==> src/rtl/core/crc64rbe_pkg.sv <==
// ----------------------------------------------------------------------------
// crc64rbe_pkg
// Shared types and constants for the reflected CRC-64 byte engine.
// ----------------------------------------------------------------------------
package crc64rbe_pkg;

   localparam int unsigned CRC_WIDTH      = 64;
   localparam int unsigned BITS_PER_BYTE  = 8;
   localparam int unsigned CSR_ADDR_WIDTH = 4;
   localparam int unsigned CSR_DATA_WIDTH = 64;

   typedef logic [CRC_WIDTH-1:0]      crc_type;
   typedef logic [BITS_PER_BYTE-1:0]  byte_type;
   typedef logic [CSR_ADDR_WIDTH-1:0] csr_addr_type;
   typedef logic [CSR_DATA_WIDTH-1:0] csr_data_type;

   // Reflected ECMA-182 generator polynomial.
   localparam crc_type POLY_RESET = 64'hC96C_5795_D787_0F42;

   // Register map: the only register sits at byte address zero.
   localparam csr_addr_type ADDR_POLYNOMIAL = 4'h0;

endpackage

==> src/rtl/core/crc64rbe_fold.sv <==
// ----------------------------------------------------------------------------
// crc64rbe_fold
// Folds one byte into a reflected CRC with eight shift-and-XOR steps.
// ----------------------------------------------------------------------------
module crc64rbe_fold (
   input  crc64rbe_pkg::crc_type  crc_in,
   input  crc64rbe_pkg::byte_type data_in,
   input  crc64rbe_pkg::crc_type  poly,
   output crc64rbe_pkg::crc_type  crc_out
);

   always_comb begin
      crc64rbe_pkg::crc_type acc;
      acc = crc_in ^ {{(crc64rbe_pkg::CRC_WIDTH - crc64rbe_pkg::BITS_PER_BYTE){1'b0}}, data_in};
      for (int k = 0; k < crc64rbe_pkg::BITS_PER_BYTE; k++) begin
         if (acc[0]) begin
            acc = (acc >> 1) ^ poly;
         end else begin
            acc = acc >> 1;
         end
      end
      crc_out = acc;
   end

endmodule

==> src/rtl/core/crc64rbe_csr.sv <==
// ----------------------------------------------------------------------------
// crc64rbe_csr
// APB-style register block holding the reflected polynomial.
// ----------------------------------------------------------------------------
module crc64rbe_csr (
   input  logic                       clock,
   input  logic                       reset,
   input  logic                       csr_psel,
   input  logic                       csr_penable,
   input  logic                       csr_pwrite,
   input  crc64rbe_pkg::csr_addr_type csr_paddr,
   input  crc64rbe_pkg::csr_data_type csr_pwdata,
   output crc64rbe_pkg::csr_data_type csr_prdata,
   output logic                       csr_pready,
   output crc64rbe_pkg::crc_type      poly
);

   crc64rbe_pkg::crc_type poly_ff;
   crc64rbe_pkg::crc_type poly_in;
   logic                  poly_write;

   assign csr_pready = 1'b1;
   assign poly_write = csr_psel && csr_penable && csr_pwrite && csr_pready &&
                       (csr_paddr == crc64rbe_pkg::ADDR_POLYNOMIAL);

   always_comb begin
      poly_in = poly_write ? csr_pwdata : poly_ff;
   end

   always_ff @(posedge clock) begin
      if (reset) begin
         poly_ff <= crc64rbe_pkg::POLY_RESET;
      end else begin
         poly_ff <= poly_in;
      end
   end

   always_comb begin
      unique case (csr_paddr)
         crc64rbe_pkg::ADDR_POLYNOMIAL: csr_prdata = poly_ff;
         default:                       csr_prdata = '0;
      endcase
   end

   assign poly = poly_ff;

endmodule

==> src/rtl/core/crc64_reflected_byte_engine_core.sv <==
// ----------------------------------------------------------------------------
// crc64_reflected_byte_engine_core
// Streaming reflected CRC-64 engine, one message byte per beat.
// ----------------------------------------------------------------------------
// The engine takes one message byte per beat and sustains one byte per clock
// cycle unless a last byte is blocked. A beat is first captured in an input
// register; from there the byte is folded, least significant bit first, into
// the running CRC by an eight-step shift-and-XOR network, and that network
// between the input register and the result register is what sets the cycle
// time. A message's finished CRC is loaded into the result register as its
// last byte is folded. req_tuser marks the first byte of a message and
// clears the running CRC before that byte; req_tlast marks the final byte,
// after which the CRC is emitted without any final inversion and the running
// value returns to zero. req_tready only drops while a finished CRC waits in
// the result register and the byte in the input register would produce
// another one. The reflected polynomial resets to the ECMA-182 value and is
// written through the register port at address zero; write it only while
// the engine is idle.
// ----------------------------------------------------------------------------
module crc64_reflected_byte_engine_core (
   input  logic                       clock,
   input  logic                       reset,
   // Input stream
   input  logic                       req_tvalid,
   output logic                       req_tready,
   input  logic [7:0]                 req_tdata,   // [7:0] data_byte
   input  logic                       req_tuser,   // [0] first_byte
   input  logic                       req_tlast,   // last_byte
   // Result stream
   output logic                       rsp_tvalid,
   input  logic                       rsp_tready,
   output logic [63:0]                rsp_tdata,   // [63:0] crc_value
   // Register port
   input  logic                       csr_psel,
   input  logic                       csr_penable,
   input  logic                       csr_pwrite,
   input  crc64rbe_pkg::csr_addr_type csr_paddr,
   input  crc64rbe_pkg::csr_data_type csr_pwdata,
   output crc64rbe_pkg::csr_data_type csr_prdata,
   output logic                       csr_pready
);

   // Input register: the byte waiting to be folded.
   logic                   s1_valid_ff,  s1_valid_in;
   crc64rbe_pkg::byte_type s1_data_ff;
   logic                   s1_first_ff;
   logic                   s1_last_ff;

   // Running CRC and result register.
   crc64rbe_pkg::crc_type  running_crc_ff, running_crc_in;
   logic                   rsp_valid_ff,   rsp_valid_in;
   crc64rbe_pkg::crc_type  rsp_data_ff,    rsp_data_in;

   crc64rbe_pkg::crc_type  poly;
   crc64rbe_pkg::crc_type  crc_start;
   crc64rbe_pkg::crc_type  crc_fold;
   logic                   s1_advance;
   logic                   req_accept;
   logic                   finish;

   crc64rbe_csr u_csr (
      .clock       (clock),
      .reset       (reset),
      .csr_psel    (csr_psel),
      .csr_penable (csr_penable),
      .csr_pwrite  (csr_pwrite),
      .csr_paddr   (csr_paddr),
      .csr_pwdata  (csr_pwdata),
      .csr_prdata  (csr_prdata),
      .csr_pready  (csr_pready),
      .poly        (poly)
   );

   // A first byte starts from zero instead of the running value.
   assign crc_start = s1_first_ff ? '0 : running_crc_ff;

   crc64rbe_fold u_fold (
      .crc_in  (crc_start),
      .data_in (s1_data_ff),
      .poly    (poly),
      .crc_out (crc_fold)
   );

   // A byte that does not end a message always moves on; a last byte moves
   // on only when the result register is free or being emptied this cycle.
   assign s1_advance = s1_valid_ff && (!s1_last_ff || !rsp_valid_ff || rsp_tready);
   assign finish     = s1_advance && s1_last_ff;
   assign req_tready = !s1_valid_ff || s1_advance;
   assign req_accept = req_tvalid && req_tready;

   always_comb begin
      if (req_accept) begin
         s1_valid_in = 1'b1;
      end else if (s1_advance) begin
         s1_valid_in = 1'b0;
      end else begin
         s1_valid_in = s1_valid_ff;
      end

      // The running CRC goes back to zero once the last byte of a message is folded.
      if (s1_advance) begin
         running_crc_in = s1_last_ff ? '0 : crc_fold;
      end else begin
         running_crc_in = running_crc_ff;
      end

      if (finish) begin
         rsp_valid_in = 1'b1;
         rsp_data_in  = crc_fold;
      end else begin
         rsp_valid_in = rsp_valid_ff && !rsp_tready;
         rsp_data_in  = rsp_data_ff;
      end
   end

   always_ff @(posedge clock) begin
      if (reset) begin
         s1_valid_ff    <= 1'b0;
         rsp_valid_ff   <= 1'b0;
         running_crc_ff <= '0;
      end else begin
         s1_valid_ff    <= s1_valid_in;
         rsp_valid_ff   <= rsp_valid_in;
         running_crc_ff <= running_crc_in;
      end
   end

   // Payload registers need no reset.
   always_ff @(posedge clock) begin
      if (req_accept) begin
         s1_data_ff  <= req_tdata;
         s1_first_ff <= req_tuser;
         s1_last_ff  <= req_tlast;
      end
      rsp_data_ff <= rsp_data_in;
   end

   assign rsp_tvalid = rsp_valid_ff;
   assign rsp_tdata  = rsp_data_ff;

   // After reset the engine holds no byte, no result and a zero CRC.
   a_reset_clean: assert property (@(posedge clock)
      $past(reset) |-> (!s1_valid_ff && !rsp_valid_ff && running_crc_ff == '0))
      else $error("engine not clean after reset");

   // Folding a last byte loads a result and clears the running CRC.
   a_finish_clears: assert property (@(posedge clock) disable iff (reset)
      finish |=> (rsp_valid_ff && running_crc_ff == '0))
      else $error("last byte did not produce a result or clear the CRC");

   // Back-pressure only comes from a waiting result blocking a last byte.
   a_stall_cause: assert property (@(posedge clock) disable iff (reset)
      !req_tready |-> (s1_valid_ff && s1_last_ff && rsp_valid_ff && !rsp_tready))
      else $error("input stalled without a blocked result");

   // A byte without the last mark never creates a result.
   a_no_spurious: assert property (@(posedge clock) disable iff (reset)
      (!rsp_valid_ff && !finish) |=> !rsp_valid_ff)
      else $error("result appeared without a last byte");

   // A write to the polynomial register takes effect on the next cycle.
   a_poly_write: assert property (@(posedge clock) disable iff (reset)
      (csr_psel && csr_penable && csr_pwrite &&
       csr_paddr == crc64rbe_pkg::ADDR_POLYNOMIAL) |=> (poly == $past(csr_pwdata)))
      else $error("polynomial write lost");

endmodule

==> config.mk <==
export PLATFORM = sky130hd
export DESIGN_NAME = crc64_reflected_byte_engine_core
export DESIGN_NICKNAME = d
export VERILOG_FILES = /design/src/rtl/core/crc64rbe_pkg.sv /design/src/rtl/core/crc64rbe_fold.sv /design/src/rtl/core/crc64rbe_csr.sv /design/src/rtl/core/crc64_reflected_byte_engine_core.sv
export SDC_FILE = /design/constraint.sdc
export NUM_CORES = 1
export LEC_CHECK = 0
export ABC_CLOCK_PERIOD_IN_PS = 4850
export BUFFER_PORTS_ARGS = -buffer_cell sky130_fd_sc_hd__buf_2
export CORE_MARGIN = 8
export CORE_UTILIZATION = 35
export CTS_CLUSTER_DIAMETER = 40
export DETAILED_ROUTE_END_ITERATION = 8
export PLACE_DENSITY = 0.6
export SLEW_MARGIN = 20
export SYNTH_ARGS = -nofsm -noshare
export SYNTH_HDL_FRONTEND = slang
export SYNTH_HIERARCHICAL = 1
export SYNTH_SLANG_ARGS = --single-unit
==> constraint.sdc <==
create_clock -name clock -period 4.85 [get_ports clock]
set_input_delay 0.97 -clock clock [delete_from_list [all_inputs] [get_ports clock]]
set_output_delay 0.97 -clock clock [all_outputs]
set_load 0.02 [all_outputs]
Word-level counts from Yosys, hierarchy flattened
Cells that the tools add are included.
- multipliers: 0
- mux-type cells: 14
- add/sub/neg operators: 0
- equal/unequal tests: 0
- bitwise logic cells: 9
- divide/modulo/power cells: 0
- $lt $le $gt $ge: 0
- reductions and logical operators: 16
- shifts and indexed selects: 0
- operators by type and width (kind ; number):
    64-bit 2-to-1 mux ; 11
    63-bit by 64-bit XOR with 64-bit output ; 8
    64-bit by 8-bit XOR with 64-bit output ; 1
    1-bit logical AND ; 7
    1-bit logical NOT ; 4
    4-bit logical NOT ; 1
    1-bit logical OR ; 3
    1-bit 2-to-1 mux ; 3
    2-bit nonzero test ; 1
- flip-flop bits (word level): 204
- output and inout bits: 131
- memories kept: 0
- bits in writable memories: 0
- memory bits (read-only): 0
- bits in latches: 0
- input port bits: 85

Longest topological paths before layout
Gate-level depths: netlist (run 1).
- depth after elaboration: 19
- depth in mapped cells: 18
- depth with buffers taken out: 13

Cells and area by module
Netlist (run 1), hierarchy kept.
- by module, submodules not included (module ; times used ; area each (um^2) ; sequential area each (um^2) ; cells an instance):
    crc64rbe_fold ; 1 ; 8550.7 ; 0.0 ; 1338
    crc64_reflected_byte_engine_core ; 1 ; 4768.3 ; 3543.4 ; 300
    crc64rbe_csr ; 1 ; 3213.1 ; 1281.2 ; 352

Worst setup path after synthesis (run 1)
Ideal clock, no wire load.
- kind: in2reg
- start point: input rsp_tready
- end point: register rsp_data_ff[0], in the netlist rsp_tdata[0] (enable)
- slack: 0.489 ns
- setup time: 0.486 ns
- buffers on the path: 0
- stages on the path: 2
- arrival time: 3.875 ns
- path through: and2b_1 -> nor2_1
- longest elaborated chain between the ends: 3
- RTL lines (element ; line ; source):
    start, declared ; crc64_reflected_byte_engine_core.sv:31 ; input logic rsp_tready,
    1-bit logical OR ; crc64_reflected_byte_engine_core.sv:86 ; assign s1_advance = s1_valid_ff && (!s1_last_ff || !rsp_valid_ff || rsp_tready);
    1-bit logical AND ; crc64_reflected_byte_engine_core.sv:86 ;
    1-bit logical AND ; crc64_reflected_byte_engine_core.sv:87 ; assign finish = s1_advance && s1_last_ff;
    net finish ; crc64_reflected_byte_engine_core.sv:59 ; logic finish;
    end signal, assigned ; crc64_reflected_byte_engine_core.sv:135 ; rsp_data_ff <= rsp_data_in;
    end, declared ; crc64_reflected_byte_engine_core.sv:52 ; crc64rbe_pkg::crc_type rsp_data_ff, rsp_data_in;
The timed path passes the listed nets, and every way through them passes these cells.
A chain may end at the register's enable or synchronous reset.

Worst setup path after layout (run 1)
- start point: register s1_first_ff
- end point: register running_crc_ff[60]
- RTL lines (element ; line ; source):
    start, declared ; crc64_reflected_byte_engine_core.sv:46 ; logic s1_first_ff;
    start signal, assigned ; crc64_reflected_byte_engine_core.sv:132 ; s1_first_ff <= req_tuser;
    64-bit 2-to-1 mux (*) ; crc64_reflected_byte_engine_core.sv:75 ; assign crc_start = s1_first_ff ? '0 : running_crc_ff;
    net crc_start[0] ; crc64_reflected_byte_engine_core.sv:55 ; crc64rbe_pkg::crc_type crc_start;
    64-bit by 8-bit XOR with 64-bit output (*) ; crc64rbe_fold.sv:14 ; acc = crc_in ^ {{(crc64rbe_pkg::CRC_WIDTH - crc64rbe_pkg::BITS_PER_BYTE){1'b0}}, data_in};
    64-bit 2-to-1 mux (*) ; crc64rbe_fold.sv:16 ; if (acc[0]) begin
    63-bit by 64-bit XOR with 64-bit output ; crc64rbe_fold.sv:17 ; acc = (acc >> 1) ^ poly;
    64-bit 2-to-1 mux (*) ; crc64rbe_fold.sv:16 ;
    63-bit by 64-bit XOR with 64-bit output ; crc64rbe_fold.sv:17 ;
    64-bit 2-to-1 mux (*) ; crc64rbe_fold.sv:16 ;
    (+3 left out) ; -- ;
    63-bit by 64-bit XOR with 64-bit output / 64-bit 2-to-1 mux (equally long branches) ; crc64rbe_fold.sv:17, crc64rbe_fold.sv:16 ;
    64-bit 2-to-1 mux (*) ; crc64rbe_fold.sv:16 ;
    63-bit by 64-bit XOR with 64-bit output / 64-bit 2-to-1 mux (equally long branches) ; crc64rbe_fold.sv:17, crc64rbe_fold.sv:16 ;
    64-bit 2-to-1 mux (*) ; crc64rbe_fold.sv:16 ;
    63-bit by 64-bit XOR with 64-bit output / 64-bit 2-to-1 mux (equally long branches) ; crc64rbe_fold.sv:17, crc64rbe_fold.sv:16 ;
    64-bit 2-to-1 mux (*) ; crc64rbe_fold.sv:16 ;
    net crc_fold[60] ; crc64_reflected_byte_engine_core.sv:56 ; crc64rbe_pkg::crc_type crc_fold;
    64-bit 2-to-1 mux (*) ; crc64_reflected_byte_engine_core.sv:102 ; running_crc_in = s1_last_ff ? '0 : crc_fold;
    end signal, assigned ; crc64_reflected_byte_engine_core.sv:124 ; running_crc_ff <= running_crc_in;
    end, declared ; crc64_reflected_byte_engine_core.sv:50 ; crc64rbe_pkg::crc_type running_crc_ff, running_crc_in;
Mark *: on every way through the listed nets, which the timed path passes. The rest lies on a longest branch.

==> reports/results.ini, run 1 <==
[clocking]
clkTransAtPathRegs_ps = 50
hold_buffers = 0
clkSinkCount = 204
cts_setup_buffers = 0
cts_buffer_depth = 3
cts_resized = 0
numCtsBuffers = 38
cts-root-buf = clkbuf_16
clock_latency_ps = 540
htreeDepth = 2
cts_tree = done

[sta]
fin_hold_ws_ps = 466
report.final.setup_viol = 0
hold_viol_final = 0
finalCritPeriodShare = 0.919
worst_pin_slew_ps = 917
fmax_mhz = 224
min_period_ps = 4460
slew_headroom = 0.389
skew_ps = 9.61
fin_ws_ps = 391
slew_violations = 0
rsz0062_at_grt = no
tns_ps = 0

[synthesis]
synth_top_family_by_area = XOR/XNOR gates
ys.flop_type = dfxtp_1
synth_seq_cells = 204
yosysWarnings = 6
syn_area_mm2 = 0.0165
yosysMostFrequentCell = nand2_1
synth_xor_area_frac = 0.276
yosysSeqAreaShare = 0.292
synthCells = 1990
synthMuxAreaShare = 0.0769
synth-simple-area-share = 0.218
synth_edf_count = 74
syn_nets = 2075
async_flop_share = 0
syn_avg_cell_area_um2 = 8.31
yosysTopAreaCellShare = 0.253
synth_compound_area_frac = 0.0817
yosys.area.top_type = xnor2_1
yosys-top-cells-count = 501 x nand2_1, 477 x xnor2_1, 130 x dfxtp_1
ys_top_cells_by_area = xnor2_1 25%, dfxtp_1 16%, edfxtp_1 13%
synth_cell_types = 61
yosys.area_share.adder = 0

[finish]
syn_to_final_growth_pct = 15.9
antenna_cells = 0
finalNetCount = 2182
final_util = 0.412
layout.cells.non_filler = 2732
drive_above_1_share = 0.184
final_cell_area_mm2 = 0.0192

[critical_path]
critPathLaunch = s1_first_ff$_DFFE_PP_
crit_family = simple AND/OR/NAND/NOR gates
arrival_ps = 4900
r2r_slack_ps = 390
cp_max_fo = 21
crit_path_top_delay_cell = o41ai_1
rr_endpoint = running_crc_ff[60]$_SDFFE_PP0P_
cp.required_ps = 5290
critPathMaxStageDelay_ps = 670
reg2reg_depth = 15
worst_setup_path_end_kind = flip-flop
path_class = reg2reg
crit_chain = nor2b_1 > buf_4 > xnor2_4 > xnor2_2 > and3_4 > o31a_1 > or2_1 > o41ai_1 > or3_4 > buf_12 > nand2_1 > nand2_1 > xnor3_1 > xor2_1 > a22o_1
r2r-start = s1_first_ff$_DFFE_PP_
start_kind = flip-flop
cp_num_buf_inv = 2
timing.critical_path.mode_cell = nand2_1

[power_and_ir_drop]
clockPowerShare = 0.296
pwr-share-seq = 0.255
power.total_mw = 8.66
switching_share = 0.359
vdd_drop_max_uv = 242
p_sw_mw = 3.11
pwr-share-comb = 0.449
leakage_nw = 7.46
p_int_mw = 5.55
powerDensity_mw_per_mm2 = 452

[hold_path]
hold_depth = 1
min-delay-start = running_crc_ff[0]$_SDFFE_PP0P_
hold_path.class = reg2reg
hold_path_end = running_crc_ff[0]$_SDFFE_PP0P_

[route]
routed_via_density = 4.84
drc_errors = 0
wl_um = 47500
drt-pass1-iter-count = 5
wire_per_inst_um = 17.4
dr.first_iter.drc_count = 641
vias = 13200
ant_nets = 0

[die]
core_area_mm2 = 0.0466
fp.dieW_um = 233
fp.dieH_um = 233
top_level_ports = 216
dieArea_mm2 = 0.0544
start_util = 0.355
fp-row-count = 79

[place]
gp_congestion = 0.867
pre_cts_ws_ps = 417
placed_cell_area_mm2 = 0.0179
dp.final_hpwl_um = 31800
portBuffers = 214
dp_cells = 2664

[grt]
grt_max_degree = 68
antenna_found_initial = 1
first_global_vias = 13500
overflow = 0
grtUsageTotal = 0.171
grt_first_pass_wirelength_um = 75200

[status]
outcome = finished, final reports clean

[run]
max_cap_viol_count = 0

routing by layer:
| metal | global-route usage | share of wire | vias to the layer above | routed length [µm] |
|---|---|---|---|---|
| met5 | 0 | 0 | - | 0 |
| met4 | 0.0450 | 0.019 | 0 | 897 |
| met3 | 0.0364 | 0.063 | 66 | 2980 |
| met2 | 0.296 | 0.48 | 376 | 22900 |
| met1 | 0.213 | 0.44 | 6239 | 20800 |
| li1 | - | - | 6549 | - |
power by group through the flow:
stage / combinational, mW / clock, mW / sequential (mW)
after global routing: 4.21 / 2.72 / 2.22
after CTS: 3.92 / 2.63 / 2.21
after global placement: 3.84 / 0 / 2.24
final: 3.88 / 2.57 / 2.21
after floorplan: 3.03 / 0 / 2.30
after detailed placement: 3.89 / 0 / 2.24
final cells by class:
type | count | area [µm²]
Sequential cell | 204 | 4820
Inverter | 5 | 18.8
Clock buffer | 48 | 1050
Multi-Input combinational cell | 1598 | 10900
Tap cell | 607 | 759
Timing Repair Buffer | 250 | 1410
Fill cell | 4570 | 27400
Clock inverter | 20 | 184
placed cells by master, fill, tap and decap left out, drive strengths merged, types with 6 or more instances in the layout:
cell type / count
edfxtp: 74
nor3: 9
a21boi: 56
inv: 7
a22o: 64
nor2b: 65
a21oi: 9
dfxtp: 130
nand2b: 62
xnor3: 6
xor2: 20
and2: 65
xnor2: 479
mux2i: 127
buf: 250
nand2: 502
clkinv: 11
nor2: 83
o21ai: 8
clkbuf: 48
worst reg2reg max path, stage by stage (launching register included):
cell	delay (ps)
edfxtp_1	450
nor2b_1	160
buf_4	180
xnor2_4	190
xnor2_2	170
and3_4	220
o31a_1	380
or2_1	300
o41ai_1	670
or3_4	410
buf_12	220
nand2_1	130
nand2_1	150
xnor3_1	320
xor2_1	190
a22o_1	210
worst max path at each step:
stage | end | depth (start not counted)
6_report | running_crc_ff[60]$_SDFFE_PP0P_ | 15
5_1_grt | running_crc_ff[44]$_SDFFE_PP0P_ | 14
4_1_cts | running_crc_ff[5]$_SDFFE_PP0P_ | 15
3_5_place_dp | running_crc_ff[60]$_SDFFE_PP0P_ | 15
3_3_place_gp | running_crc_ff[23]$_SDFFE_PP0P_ | 15
2_1_floorplan | rsp_tdata[0]$_DFFE_PP_ | 2
cells by family (layout without fill, tap and decap cells):
group                  after synthesis  in the layout
XOR/XNOR                           506            506
buffers and inverters              188            323
AND/OR/NAND/NOR                    805            805
multiplexers                       127            127
AO/OA/AOI/OAI                      159            159
other                                1              1
flip-flops                         204            204
sequential cells by signal, summed over array words and instances (netlist names):
signal	cells
rsp_tvalid	1
s1_last_ff	1
s1_data_ff	8
u_csr/poly	64
running_crc_ff	64
s1_valid_ff	1
rsp_tdata	64
s1_first_ff	1
(Power assumes the default switching activity.)
==> inputs of run 2 (changes only) <==
- CELL_PAD_IN_SITES_DETAIL_PLACEMENT: unset -> 0
- CELL_PAD_IN_SITES_GLOBAL_PLACEMENT: unset -> 2
- PLACE_DENSITY: 0.6 -> 0.87
==> run 2 against run 1 <==
Against the previous run: sequential share of layout area decreased by 0.43 points; worst setup slack got worse by 13 ps; total power increased by 7.3%; first-iteration DRC count rose by 6.2%; via count up 0.33%; flip-flop and latch count did not move; design area rose by 1.8%; global-route usage increased by 1.1 points; die area is the same; register-to-register slack about the same; wire length grew 6.2%; combinational power grew 2%.
==> reports/results.ini, run 2 (same netlist as run 1, synthesis figures left out) <==
[route]
ant_nets = 0  ; unchanged
routed_via_density = 4.84  ; about the same
wl_um = 50500  ; was 47500 µm
wire_per_inst_um = 18.4  ; was 17.4 µm
drc_errors = 0  ; unchanged
dr.first_iter.drc_count = 681  ; was 641
drt-pass1-iter-count = 5  ; unchanged
vias = 13300  ; was 13.2k

[die]
fp-row-count = 79  ; unchanged
core_area_mm2 = 0.0466  ; unchanged
start_util = 0.355  ; unchanged
fp.dieW_um = 233  ; unchanged
top_level_ports = 216  ; unchanged
dieArea_mm2 = 0.0544  ; unchanged
fp.dieH_um = 233  ; unchanged

[finish]
final_common_cell = nand2_1  ; unchanged
final_cell_area_mm2 = 0.0195  ; was 0.0192 mm²
finalNetCount = 2185  ; was 2182
layout.cells.most_common_list = 501 x nand2_1, 475 x xnor2_1, 213 x buf_2  ; unchanged
nFillCells = 4609  ; was 4570
syn_to_final_growth_pct = 18.0  ; was 15.9%
final_util = 0.419  ; was 0.412
drive_above_1_share = 0.190  ; was 0.184
layout.cells.non_filler = 2741  ; was 2732

[grt]
antenna_found_initial = 3  ; was 1
overflow = 0  ; unchanged
first_global_vias = 13400  ; was 13.5k
grt_first_pass_wirelength_um = 79000  ; was 75200 µm
grtUsageTotal = 0.182  ; was 0.171
grt_max_degree = 72  ; was 68

[sta]
tns_ps = 0  ; unchanged
slew_violations = 0  ; unchanged
fin_hold_ws_ps = 466  ; about the same
rsz0062_at_grt = no  ; unchanged
min_period_ps = 4470  ; was 4460 ps
skew_ps = 29.4  ; was 9.61 ps
hold_viol_final = 0  ; unchanged
report.final.setup_viol = 0  ; unchanged
fmax_mhz = 224  ; about the same
worst_pin_slew_ps = 973  ; was 917 ps
slew_headroom = 0.351  ; was 0.389
finalCritPeriodShare = 0.922  ; was 0.919
fin_ws_ps = 379  ; was 391 ps

[clocking]
htreeDepth = 2  ; unchanged
numCtsBuffers = 40  ; was 38
clkSinkCount = 204  ; unchanged
clkTransAtPathRegs_ps = 50  ; about the same
cts_buffer_depth = 3  ; unchanged
cts_resized = 0  ; unchanged
cts-root-buf = clkbuf_16  ; unchanged
clock_latency_ps = 550  ; was 540 ps
hold_buffers = 0  ; unchanged
cts_tree = done  ; unchanged
cts_setup_buffers = 0  ; unchanged

[critical_path]
start_kind = flip-flop  ; unchanged
path_class = reg2reg  ; unchanged
worst_setup_path_end_kind = flip-flop  ; unchanged
cp.required_ps = 5350  ; was 5290 ps
cp_max_fo = 23  ; was 21
crit_path_top_delay_cell = edfxtp_1  ; was o41ai_1
critPathMaxStageDelay_ps = 480  ; was 670 ps
timing.critical_path.mode_cell = xnor2_1  ; was nand2_1
crit_chain = nor2b_1 > xor2_1 > nand3_1 > a2111oi_0 > o211ai_1 > and4_1 > nor2_1 > o21ai_4 > buf_16 > buf_4 > a21boi_1 > xnor2_1 > xnor2_1 > xnor2_1 > a22o_1  ; was nor2b_1 > buf_4 > xnor2_4 > xnor2_2 > and3_4 > o31a_1 > or2_1 > o41ai_1 > or3_4 > buf_12 > nand2_1 > nand2_1 > xnor3_1 > xor2_1 > a22o_1
arrival_ps = 4970  ; was 4900 ps

[place]
pre_cts_ws_ps = 50.6  ; was 417 ps
dp_cells = 2663  ; was 2664
gp_congestion = 0.862  ; was 0.867
placed_cell_area_mm2 = 0.0179  ; about the same
dp.final_hpwl_um = 33000  ; was 31800 µm
portBuffers = 214  ; unchanged

[power_and_ir_drop]
leakage_nw = 7.61  ; was 7.46 nW
vdd_drop_max_uv = 248  ; was 242 µV
powerDensity_mw_per_mm2 = 476  ; was 452 mW/mm²
power.total_mw = 9.29  ; was 8.66 mW

[status]
outcome = finished, final reports clean  ; unchanged

[run]
max_cap_viol_count = 0  ; unchanged

[hold_path]
hold_path.class = reg2reg  ; unchanged

-- run 2: routing by layer --
layer  track usage  part of all wire  vias to the layer above  wire, µm
met5             0           0.00022                        -        11
met2         0.298              0.45                      339     22900
met4        0.0545             0.021                        2      1070
met1         0.240              0.46                     6290     23400
li1              -                 -                     6572         -
met3        0.0345             0.062                       71      3110
-- run 2: cell type report --
cell class | instances | area (µm²) | area share
diodes | 2 | 5.00 | 0.000257
clock buffers | 48 | 1130 | 0.0582
clock inverters | 26 | 382 | 0.0196
inverters | 5 | 18.8 | 0.000962
multi-input cells | 1599 | 10900 | 0.560
flip-flops and latches | 204 | 4820 | 0.247
well taps | 607 | 759 | 0.0389
repair buffers | 250 | 1450 | 0.0744
-- run 2: path summary, 6_finish.rpt --
kind / from / end / slack, ps / depth (start not counted)
hold / removal: running_crc_ff[58]$_SDFFE_PP0P_ / running_crc_ff[58]$_SDFFE_PP0P_ / 470 / 1
setup reg to reg: s1_first_ff$_DFFE_PP_ / running_crc_ff[50]$_SDFFE_PP0P_ / 380 / 15
hold reg to reg: running_crc_ff[58]$_SDFFE_PP0P_ / running_crc_ff[58]$_SDFFE_PP0P_ / 470 / 1
setup / recovery: s1_first_ff$_DFFE_PP_ / running_crc_ff[50]$_SDFFE_PP0P_ / 380 / 15
-- run 2: worst max-delay path: cells and delay by family (launching register included) --
family,cells,cell delay [ps]
simple gates,4,1110
buf+inv,2,470
xor+xnor,4,1040
flops,1,480
compound gates,5,1290
-- run 2: where the power goes --
part | switching [mW] | internal (mW)
registers | 0.0901 | 2.12
logic | 2.16 | 1.81
clock network | 1.04 | 2.07
total | 3.29 | 6.00
